$ cat src/design/blit_command_builder_top_assert.svh
// Assertion macros for the blit command builder top level.
// Used only by blit_command_builder_top.sv; needs aclk and aresetn in scope.
`ifndef BLIT_COMMAND_BUILDER_TOP_ASSERT_SVH
`define BLIT_COMMAND_BUILDER_TOP_ASSERT_SVH
`ifndef SYNTHESIS
`define BCB_ASSERT_IMPL(lbl, ante, cons, msg) \
    lbl: assert property (@(posedge aclk) disable iff (!aresetn) (ante) |-> (cons)) \
        else $error(msg);
`define BCB_ASSERT_NEXT(lbl, ante, cons, msg) \
    lbl: assert property (@(posedge aclk) disable iff (!aresetn) (ante) |=> (cons)) \
        else $error(msg);
`else
`define BCB_ASSERT_IMPL(lbl, ante, cons, msg)
`define BCB_ASSERT_NEXT(lbl, ante, cons, msg)
`endif
`endif

$ cat src/design/bcb_pkg.sv
// Shared types, register codes and constants of the blit command builder.
// No dependencies; imported by every module of the block.
package bcb_pkg;

    localparam int COORD_BITS = 12;
    localparam int SCOORD_W   = COORD_BITS + 1;

    typedef enum logic [1:0] {
        KIND_INIT = 2'd0,
        KIND_FILL = 2'd1,
        KIND_COPY = 2'd2
    } kind_t;

    localparam logic [3:0] CFG_FB_BASE      = 4'd0;
    localparam logic [3:0] CFG_LINE_PITCH   = 4'd1;
    localparam logic [3:0] CFG_PIXEL_DEPTH  = 4'd2;
    localparam logic [3:0] CFG_SCREEN_WIDTH = 4'd3;

    localparam logic [3:0] REG_MODE   = 4'd0;
    localparam logic [3:0] REG_CTRL   = 4'd1;
    localparam logic [3:0] REG_FG     = 4'd3;
    localparam logic [3:0] REG_PITCH  = 4'd5;
    localparam logic [3:0] REG_SRC    = 4'd9;
    localparam logic [3:0] REG_DST    = 4'd11;
    localparam logic [3:0] REG_EXTENT = 4'd12;

    localparam logic [31:0] ROP_COPY        = 32'h000c_0000;
    localparam logic [31:0] FIFO_ENABLE     = 32'h0800_0000;
    localparam logic [31:0] SKIP_MAP        = 32'h8000_0000;
    localparam logic [31:0] SRC_IS_FG       = 32'h0000_0008;
    localparam logic [31:0] X_DECREMENT     = 32'h0000_0002;
    localparam logic [31:0] DST_Y_DECREMENT = 32'h0000_0001;
    localparam logic [31:0] SRC_Y_DECREMENT = 32'h0000_0010;
    localparam logic [15:0] DEPTH8_CODE     = 16'h0100;
    localparam logic [15:0] DEPTH16_CODE    = 16'h0200;
    localparam logic [5:0]  DEPTH_8BPP      = 6'd8;
    localparam logic [5:0]  DEPTH_16BPP     = 6'd16;

    typedef struct packed {
        logic [3:0]  index;
        logic [31:0] value;
    } bcb_word_t;

    // One request's worth of register writes, handed to the output sequencer.
    typedef struct packed {
        logic                  none;
        logic                  status;
        logic [1:0]            last_idx;
        bcb_word_t [3:0]       words;
    } bcb_batch_t;

    function automatic logic [2:0] width_code(input logic [11:0] w);
        logic [2:0] code;
        case (w)
            12'd320:  code = 3'd1;
            12'd640:  code = 3'd2;
            12'd800:  code = 3'd3;
            12'd1024: code = 3'd4;
            12'd1152: code = 3'd5;
            12'd1280: code = 3'd6;
            12'd1600: code = 3'd7;
            default:  code = 3'd0;
        endcase
        return code;
    endfunction

endpackage

$ cat src/design/bcb_addr.sv
// Two-stage framebuffer offset unit: base + y*pitch + x*bytes_per_pixel mod 2^32.
// Uses bcb_pkg; stage enables come from the pipeline control in the top level.
module bcb_addr import bcb_pkg::*; (
    input  logic                aclk,
    input  logic                mul_en,
    input  logic                add_en,
    input  logic [SCOORD_W-1:0] x,
    input  logic [SCOORD_W-1:0] y,
    input  logic                wide_pixel,
    input  logic [15:0]         pitch,
    input  logic [31:0]         base,
    output logic [31:0]         offset
);

    logic [31:0] x_ext;
    logic [31:0] y_ext;
    logic [47:0] prod_full;
    logic [31:0] prod_reg;
    logic [31:0] xb_reg;
    logic [31:0] offset_reg;

    // Coordinates are signed so that an edge of zero minus one wraps like the
    // 32-bit arithmetic it stands for.
    assign x_ext     = {{(32-SCOORD_W){x[SCOORD_W-1]}}, x};
    assign y_ext     = {{(32-SCOORD_W){y[SCOORD_W-1]}}, y};
    assign prod_full = y_ext * pitch;

    always_ff @(posedge aclk) begin
        if (mul_en) begin
            prod_reg <= prod_full[31:0];
            xb_reg   <= wide_pixel ? {x_ext[30:0], 1'b0} : x_ext;
        end
        if (add_en) begin
            offset_reg <= base + prod_reg + xb_reg;
        end
    end

    assign offset = offset_reg;

endmodule

$ cat src/design/bcb_emit.sv
// Output sequencer: holds one request's register writes and sends them one per cycle
// while m_ready is high. Uses bcb_pkg for the batch type.
module bcb_emit import bcb_pkg::*; (
    input  logic        aclk,
    input  logic        aresetn,
    input  logic        in_valid,
    input  bcb_batch_t  in_batch,
    output logic        in_ready,
    output logic        m_valid,
    input  logic        m_ready,
    output logic [3:0]  m_reg_index,
    output logic [31:0] m_reg_value,
    output logic        m_last,
    output logic        m_status
);

    logic            busy_reg, busy_next;
    logic [1:0]      cnt_reg, cnt_next;
    logic [1:0]      last_reg;
    logic            status_reg;
    bcb_word_t [3:0] words_reg;
    logic            at_last;
    logic            load;

    assign at_last  = (cnt_reg == last_reg);
    assign in_ready = !busy_reg || (m_ready && at_last);
    assign load     = in_valid && in_ready;

    always_comb begin
        busy_next = busy_reg;
        cnt_next  = cnt_reg;
        if (load) begin
            // A request that writes nothing is dropped here.
            busy_next = !in_batch.none;
            cnt_next  = 2'd0;
        end else if (busy_reg && m_ready) begin
            if (at_last) begin
                busy_next = 1'b0;
            end else begin
                cnt_next = cnt_reg + 2'd1;
            end
        end
    end

    always_ff @(posedge aclk) begin
        if (!aresetn) begin
            busy_reg <= 1'b0;
            cnt_reg  <= 2'd0;
        end else begin
            busy_reg <= busy_next;
            cnt_reg  <= cnt_next;
        end
        if (load) begin
            words_reg  <= in_batch.words;
            last_reg   <= in_batch.last_idx;
            status_reg <= in_batch.status;
        end
    end

    assign m_valid     = busy_reg;
    assign m_reg_index = words_reg[cnt_reg].index;
    assign m_reg_value = words_reg[cnt_reg].value;
    assign m_last      = at_last;
    assign m_status    = status_reg;

endmodule

$ cat src/design/blit_command_builder_top.sv
// Blit command builder top level: turns drawing requests into blitter register writes.
// An accepted item moves through stages 1, 2 and 3 into the output sequencer.
// A new item enters while stage 1 is empty or moves on; the single result channel
// sends one write per cycle while m_ready is high: four for a fill or copy,
// two for an init, one for an unsupported depth.
// Reset (aresetn low, synchronous) empties the pipeline and loads the register defaults.
`include "blit_command_builder_top_assert.svh"
module blit_command_builder_top import bcb_pkg::*; (
    input  logic                  aclk,
    input  logic                  aresetn,
    input  logic                  cfg_valid,
    output logic                  cfg_ready,
    input  logic [3:0]            cfg_index,
    input  logic [31:0]           cfg_data,
    input  logic                  s_valid,
    output logic                  s_ready,
    input  logic [1:0]            s_kind,
    input  logic [COORD_BITS-1:0] s_dst_min_x,
    input  logic [COORD_BITS-1:0] s_dst_min_y,
    input  logic [COORD_BITS-1:0] s_dst_max_x,
    input  logic [COORD_BITS-1:0] s_dst_max_y,
    input  logic [COORD_BITS-1:0] s_src_min_x,
    input  logic [COORD_BITS-1:0] s_src_min_y,
    input  logic [COORD_BITS-1:0] s_src_max_x,
    input  logic [COORD_BITS-1:0] s_src_max_y,
    input  logic [31:0]           s_fill_value,
    output logic                  m_valid,
    input  logic                  m_ready,
    output logic [3:0]            m_reg_index,
    output logic [31:0]           m_reg_value,
    output logic                  m_last,
    output logic                  m_status
);

    typedef struct packed {
        logic [1:0]  kind;
        logic        unsup;
        logic [15:0] flags;
        logic [31:0] ctrl;
        logic [31:0] extent;
        logic [31:0] fill;
    } meta_t;

    logic [31:0] fb_base_reg;
    logic [15:0] line_pitch_reg;
    logic [5:0]  pixel_depth_reg;
    logic [11:0] screen_width_reg;

    logic v1_reg, v2_reg, v3_reg;
    logic adv1, adv2, adv3;
    logic emit_ready;

    meta_t meta1_reg, meta2_reg, meta3_reg;
    meta_t meta_in;
    logic [SCOORD_W-1:0] sx1_reg, sy1_reg, dx1_reg, dy1_reg;
    logic [SCOORD_W-1:0] sx_in, sy_in, dx_in, dy_in;
    logic                forward;
    logic                wide1_reg;
    logic                depth8, depth16;
    logic [15:0]         ext_x, ext_y;
    logic [31:0]         src_off, dst_off;
    bcb_batch_t          batch;

    // Configuration registers; the user must write them only while idle (not enforced).
    assign cfg_ready = 1'b1;

    always_ff @(posedge aclk) begin
        if (!aresetn) begin
            fb_base_reg      <= 32'd0;
            line_pitch_reg   <= 16'd0;
            pixel_depth_reg  <= DEPTH_8BPP;
            screen_width_reg <= 12'd640;
        end else if (cfg_valid) begin
            case (cfg_index)
                CFG_FB_BASE:      fb_base_reg      <= cfg_data;
                CFG_LINE_PITCH:   line_pitch_reg   <= cfg_data[15:0];
                CFG_PIXEL_DEPTH:  pixel_depth_reg  <= cfg_data[5:0];
                CFG_SCREEN_WIDTH: screen_width_reg <= cfg_data[11:0];
                default: ;
            endcase
        end
    end

    // Pipeline flow control: a stage moves when it is empty or the next one moves.
    assign adv3    = !v3_reg || emit_ready;
    assign adv2    = !v2_reg || adv3;
    assign adv1    = !v1_reg || adv2;
    assign s_ready = adv1;

    // Stage 1: decode, direction choice and extent.
    assign depth8  = (pixel_depth_reg == DEPTH_8BPP);
    assign depth16 = (pixel_depth_reg == DEPTH_16BPP);
    assign forward = (s_dst_min_y < s_src_min_y) ||
                     ((s_dst_min_y == s_src_min_y) && (s_dst_min_x < s_src_min_x));
    assign ext_x   = 16'({4'd0, s_dst_max_x} - {4'd0, s_dst_min_x});
    assign ext_y   = 16'({4'd0, s_dst_max_y} - {4'd0, s_dst_min_y});

    always_comb begin
        meta_in.kind   = s_kind;
        meta_in.unsup  = !(depth8 || depth16);
        meta_in.flags  = (depth16 ? DEPTH16_CODE : DEPTH8_CODE) |
                         {3'd0, width_code(screen_width_reg), 10'd0};
        meta_in.ctrl   = {16'd0, meta_in.flags} | FIFO_ENABLE | SKIP_MAP | ROP_COPY;
        meta_in.extent = {ext_y, ext_x};
        meta_in.fill   = s_fill_value;
        if ((s_kind == KIND_COPY) && !forward) begin
            // Backward copy starts at the last pixel of both rectangles.
            meta_in.ctrl = meta_in.ctrl | X_DECREMENT | DST_Y_DECREMENT | SRC_Y_DECREMENT;
            sx_in = {1'b0, s_src_max_x} - SCOORD_W'(1);
            sy_in = {1'b0, s_src_max_y} - SCOORD_W'(1);
            dx_in = {1'b0, s_dst_max_x} - SCOORD_W'(1);
            dy_in = {1'b0, s_dst_max_y} - SCOORD_W'(1);
        end else begin
            sx_in = {1'b0, s_src_min_x};
            sy_in = {1'b0, s_src_min_y};
            dx_in = {1'b0, s_dst_min_x};
            dy_in = {1'b0, s_dst_min_y};
        end
    end

    always_ff @(posedge aclk) begin
        if (!aresetn) begin
            v1_reg <= 1'b0;
            v2_reg <= 1'b0;
            v3_reg <= 1'b0;
        end else begin
            if (adv1) v1_reg <= s_valid;
            if (adv2) v2_reg <= v1_reg;
            if (adv3) v3_reg <= v2_reg;
        end
        if (adv1) begin
            meta1_reg <= meta_in;
            sx1_reg   <= sx_in;
            sy1_reg   <= sy_in;
            dx1_reg   <= dx_in;
            dy1_reg   <= dy_in;
            wide1_reg <= depth16;
        end
        if (adv2) meta2_reg <= meta1_reg;
        if (adv3) meta3_reg <= meta2_reg;
    end

    // Stages 2 and 3: multiply by the pitch, then add base and pixel offset.
    bcb_addr u_src_addr (
        .aclk       (aclk),
        .mul_en     (adv2),
        .add_en     (adv3),
        .x          (sx1_reg),
        .y          (sy1_reg),
        .wide_pixel (wide1_reg),
        .pitch      (line_pitch_reg),
        .base       (fb_base_reg),
        .offset     (src_off)
    );

    bcb_addr u_dst_addr (
        .aclk       (aclk),
        .mul_en     (adv2),
        .add_en     (adv3),
        .x          (dx1_reg),
        .y          (dy1_reg),
        .wide_pixel (wide1_reg),
        .pitch      (line_pitch_reg),
        .base       (fb_base_reg),
        .offset     (dst_off)
    );

    // Assemble the register writes of the item leaving stage 3.
    always_comb begin
        batch.none     = 1'b0;
        batch.status   = 1'b0;
        batch.last_idx = 2'd3;
        batch.words[0] = '{index: REG_CTRL,   value: meta3_reg.ctrl};
        batch.words[1] = '{index: REG_SRC,    value: src_off};
        batch.words[2] = '{index: REG_DST,    value: dst_off};
        batch.words[3] = '{index: REG_EXTENT, value: meta3_reg.extent};
        if (meta3_reg.unsup) begin
            batch.status   = 1'b1;
            batch.last_idx = 2'd0;
            batch.words[0] = '{index: REG_MODE, value: 32'd0};
        end else begin
            case (meta3_reg.kind)
                KIND_INIT: begin
                    batch.last_idx = 2'd1;
                    batch.words[0] = '{index: REG_MODE, value: {meta3_reg.flags, 16'd0}};
                    batch.words[1] = '{index: REG_PITCH,
                                       value: {line_pitch_reg, line_pitch_reg}};
                end
                KIND_FILL: begin
                    batch.words[0] = '{index: REG_FG, value: meta3_reg.fill};
                    batch.words[1] = '{index: REG_CTRL,
                                       value: meta3_reg.ctrl | SRC_IS_FG};
                end
                KIND_COPY: ;
                default: batch.none = 1'b1;
            endcase
        end
    end

    bcb_emit u_emit (
        .aclk        (aclk),
        .aresetn     (aresetn),
        .in_valid    (v3_reg),
        .in_batch    (batch),
        .in_ready    (emit_ready),
        .m_valid     (m_valid),
        .m_ready     (m_ready),
        .m_reg_index (m_reg_index),
        .m_reg_value (m_reg_value),
        .m_last      (m_last),
        .m_status    (m_status)
    );

    `BCB_ASSERT_IMPL(a_status_last, m_valid && m_status, m_last, "status item is not last")
    `BCB_ASSERT_IMPL(a_status_zero, m_valid && m_status, (m_reg_index == REG_MODE) && (m_reg_value == 32'd0), "status item carries a write")
    `BCB_ASSERT_IMPL(a_reset_empty, $past(!aresetn), !m_valid && !v1_reg && !v2_reg && !v3_reg, "pipeline not empty after reset")
    `BCB_ASSERT_NEXT(a_stall_hold, v3_reg && !emit_ready, v3_reg, "stage 3 item lost during stall")

endmodule

$ cat config.mk
export PLATFORM = sky130hd
export DESIGN_NAME = blit_command_builder_top
export DESIGN_NICKNAME = d
export VERILOG_FILES = /design/src/design/bcb_pkg.sv /design/src/design/bcb_addr.sv /design/src/design/bcb_emit.sv /design/src/design/blit_command_builder_top.sv
export VERILOG_INCLUDE_DIRS = /design/src /design/src/design
export SDC_FILE = /design/constraint.sdc
export NUM_CORES = 2
export LEC_CHECK = 0
export BUFFER_PORTS_ARGS = -buffer_cell sky130_fd_sc_hd__buf_2
export CAP_MARGIN = 20
export CORE_MARGIN = 3
export CORE_UTILIZATION = 55
export CTS_CLUSTER_DIAMETER = 60
export DETAILED_ROUTE_END_ITERATION = 16
export HOLD_SLACK_MARGIN = 0.12
export MAX_ROUTING_LAYER = met4
export PLACE_DENSITY = 0.75
export SETUP_SLACK_MARGIN = 0.1
export SYNTH_ARGS = -nofsm -noshare
export SYNTH_HDL_FRONTEND = slang
export SYNTH_SLANG_ARGS = --single-unit
$ cat constraint.sdc
create_clock -name aclk -period 7.2 [get_ports aclk]
set_clock_uncertainty 0.2 [all_clocks]
set_input_delay 0.36 -clock aclk [delete_from_list [all_inputs] [get_ports aclk]]
set_output_delay 0.36 -clock aclk [all_outputs]
set_load 0.02 [all_outputs]
==> qor.yml <==
status:
  outcome: "completed"
cells_and_area:
  drive_gt1_share_pct: 11.1
  layout.area.seq_sq_mm: 0.0176
  area_growth_pct: 14.5
  final_nets: 5267
  largest_register_ffs: 126
  multiInputGateArea_sq_mm: 0.0254
  fillerInstances: 6173
power:
  combPwrFrac_pct: 10.0
  vdd_drop_max_mv: 0.214
  seq_power_share_pct: 49.2
  sw_frac_of_total_pct: 25.3
  p_leak_uw: 0.0244
  p_clk_share_pct: 40.8
  power.internal_uw: 6580
  p_switching_uw: 2220
  power_density_mw_per_mm2: 168
critical_path:
  critPathKind: "register to register"
  arrival_ns: 6.89
  cp_max_fo: 15
  crit_path_start_kind: "register"
  cp-end-kind: "register"
  ff2ff_setup_slack_ns: 0.47
  cp_data_required_time_ns: 7.36
logic_synthesis:
  async_flop_share_pct: 0
  yosysSeqAreaShare_pct: 38.5
  synth-seq-cells: 610
  synthCells: 3942
  synth-edff-count: 538
  yosysWarnings: 0
  ys.flop_type: "edfxtp_1"
  netlist_area_sq_mm: 0.0457
  syn_nets: 4886
  ys_types: 86
  avgSynthCellArea_sq_um: 11.6
clock_tree:
  clk_latency_ns: 0.62
  cts.path.max_buffers: 3
  cts_sinks: 610
  htreeDepth: 3
  cts_tree: "yes"
  cts_root_buf: "clkbuf_16"
  path_clk_slew_ns: 0.06
  numCtsBuffers: 71
floorplanning:
  die_height_um: 294
  dieArea_sq_mm: 0.0866
  num_io_pins: 212
  die_w_um: 294
  rows: 105
  coreArea_sq_mm: 0.0822
  initial_utilization_pct: 55.6
timing:
  slew_viol_final: 0
  timing.fmax_mhz: 148
  rsz0062_at_grt: "no"
  worst_pin_slew_ns: 1.04
  min_period_over_period_pct: 93.5
  finalCriticalPeriod_ns: 6.73
  setup_ws_ns: 0.466
  whs_ns: 0.136
  setup_viol: 0
  slew-limit-headroom_pct: 29.8
  setup_tns_ns: 0
  hold_viol_final: 0
route:
  routedWlPerCell_um: 21.2
  drt_iter0_markers: 2492
  vias: 30600
  dr.pass1.iters: 6
  postRouteAntennaNets: 0
  drc: 0
  viasPerCell: 5.62
  wl_um: 116000
global_route:
  grt_pass1_wl_um: 181000
  grt_max_degree: 97
  antenna_found_initial: 3
  grt_overflow: 0
  grt_use_total_pct: 28.0
  grt_pass1_vias: 32200
placed_design:
  routabilityCongestion: 0.937
  place_ws_ns: 0.549
  dp_hpwl_um: 86800
  place.port_buffers: 210
job:
  max_cap_violations: 0
worst_hold_path:
  hp-class: "primary input to register"
layout by cell type (no fill, tap or decap), types with 14 or more instances in the layout:
master         instances
a211oi_1              17
nor2_1               140
o21ai_0               72
clkbuf_1              14
dlygate4sd3_1        180
xnor2_1              115
nand2b_1              20
a21o_1                68
nand4_1               24
nor4_1                15
mux2_2                29
o21a_1                18
nand2_1              398
nor2b_1               39
mux4_2                32
inv_1                585
clkbuf_16             71
and3_1                31
buf_4                 55
fa_1                 532
edfxtp_1             538
a21boi_0              55
dfxtp_1               70
buf_2                210
a21oi_1              131
xor2_1                51
mux2i_1               77
nand3_1               41
ha_1                 241
nor3_1                49
o21bai_1              16
and2_1               221
logic make-up (layout without fill, tap and decap cells):
family          count (synthesis)  after routing  share of synthesized area (%)
compound gates                491            491                           7.30
mux                           138            138                           3.98
fa+ha+maj                     773            773                           29.9
simple gates                 1033           1033                           11.1
flops                         610            610                           38.5
xor+xnor                      166            166                           3.18
buf+inv                       730           1168                           6.02
other cells                     1              4                        0.00820
through the flow:
stage / util [%] / power [uW] / cells / cell area (sq um)
finish: 63.6 / 8800 / 5453 / 52300
global route: 63.6 / 9090 / 5451 / 52300
CTS: 63.6 / 8830 / 5448 / 52300
detailed placement: 58.5 / 5170 / 5139 / 48100
global placement: 58.5 / 5150 / 5139 / 48100
floorplan: - / 4790 / 3942 / 45700
synthesized netlist by cell type (40+ instances only):
cell / n / area [sq um]
a21oi_1: 131 / 656
nand3_1: 41 / 205
xor2_1: 51 / 447
clkbuf_1: 128 / 480
inv_1: 586 / 2200
a21o_1: 68 / 510
dfxtp_1: 72 / 1440
nand2_1: 400 / 1500
xnor2_1: 115 / 1010
nor3_1: 50 / 250
and2_1: 221 / 1380
o21ai_0: 72 / 360
nor2_1: 141 / 529
nor2b_1: 40 / 250
mux2i_1: 77 / 771
ha_1: 241 / 3020
a21boi_0: 55 / 413
edfxtp_1: 538 / 16200
fa_1: 532 / 10700
power groups by stage:
stage | clock network (uW) | registers, uW | logic [uW]
6_report | 3590 | 4330 | 879
5_1_grt | 3780 | 4340 | 969
4_1_cts | 3640 | 4330 | 864
3_5_place_dp | 0 | 4390 | 775
3_3_place_gp | 0 | 4390 | 759
2_1_floorplan | 0 | 4260 | 535
critical path, stage by stage (launching register included):
cell and delay [ns]:
dfxtp_1 0.73, buf_4 0.30, and2_1 0.18, inv_1 0.07
fa_1 0.56, fa_1 0.48, inv_1 0.32, fa_1 0.51
fa_1 0.50, fa_1 0.49, inv_1 0.05, fa_1 0.47
inv_1 0.04, ha_1 0.36, a21oi_1 0.27, nor2_1 0.08
o31ai_1 0.40, a21oi_1 0.12, nor2_1 0.12, o31a_1 0.15
xnor2_1 0.06
worst paths after layout:
kind | from | end | depth (start not counted)
worst max register to register | line_pitch_reg[5] | u_dst_addr.prod_reg[28] | 20
worst min register to register | batch[117] | u_emit.words_reg[117] | 0
worst max-delay path | line_pitch_reg[5] | u_dst_addr.prod_reg[28] | 20
worst min-delay path | aresetn | screen_width_reg[7] | 3
layer usage:
layer	global-route usage, %	share of wire, %
met1	36.8	41
met3	3.65	7.4
met4	8.43	3.1
met2	46.2	48
met5	-	0
repair_timing:
action | in CTS | in global routing
hold buffers | 179 | 1
buffers inserted | 0 | 0
hold endpoints to repair | 173 | 1
resized for setup | 0 | 0
area by class of cell:
class	instances	area share (%)
multi-input cells	2602	48.5
clock buffers	88	3.57
flip-flops and latches	610	33.6
repair buffers	452	6.52
inverters	586	4.21
well taps	1070	2.56
diodes	3	0.0143
clock inverters	42	0.951
Power figures use the tool's default switching activity.
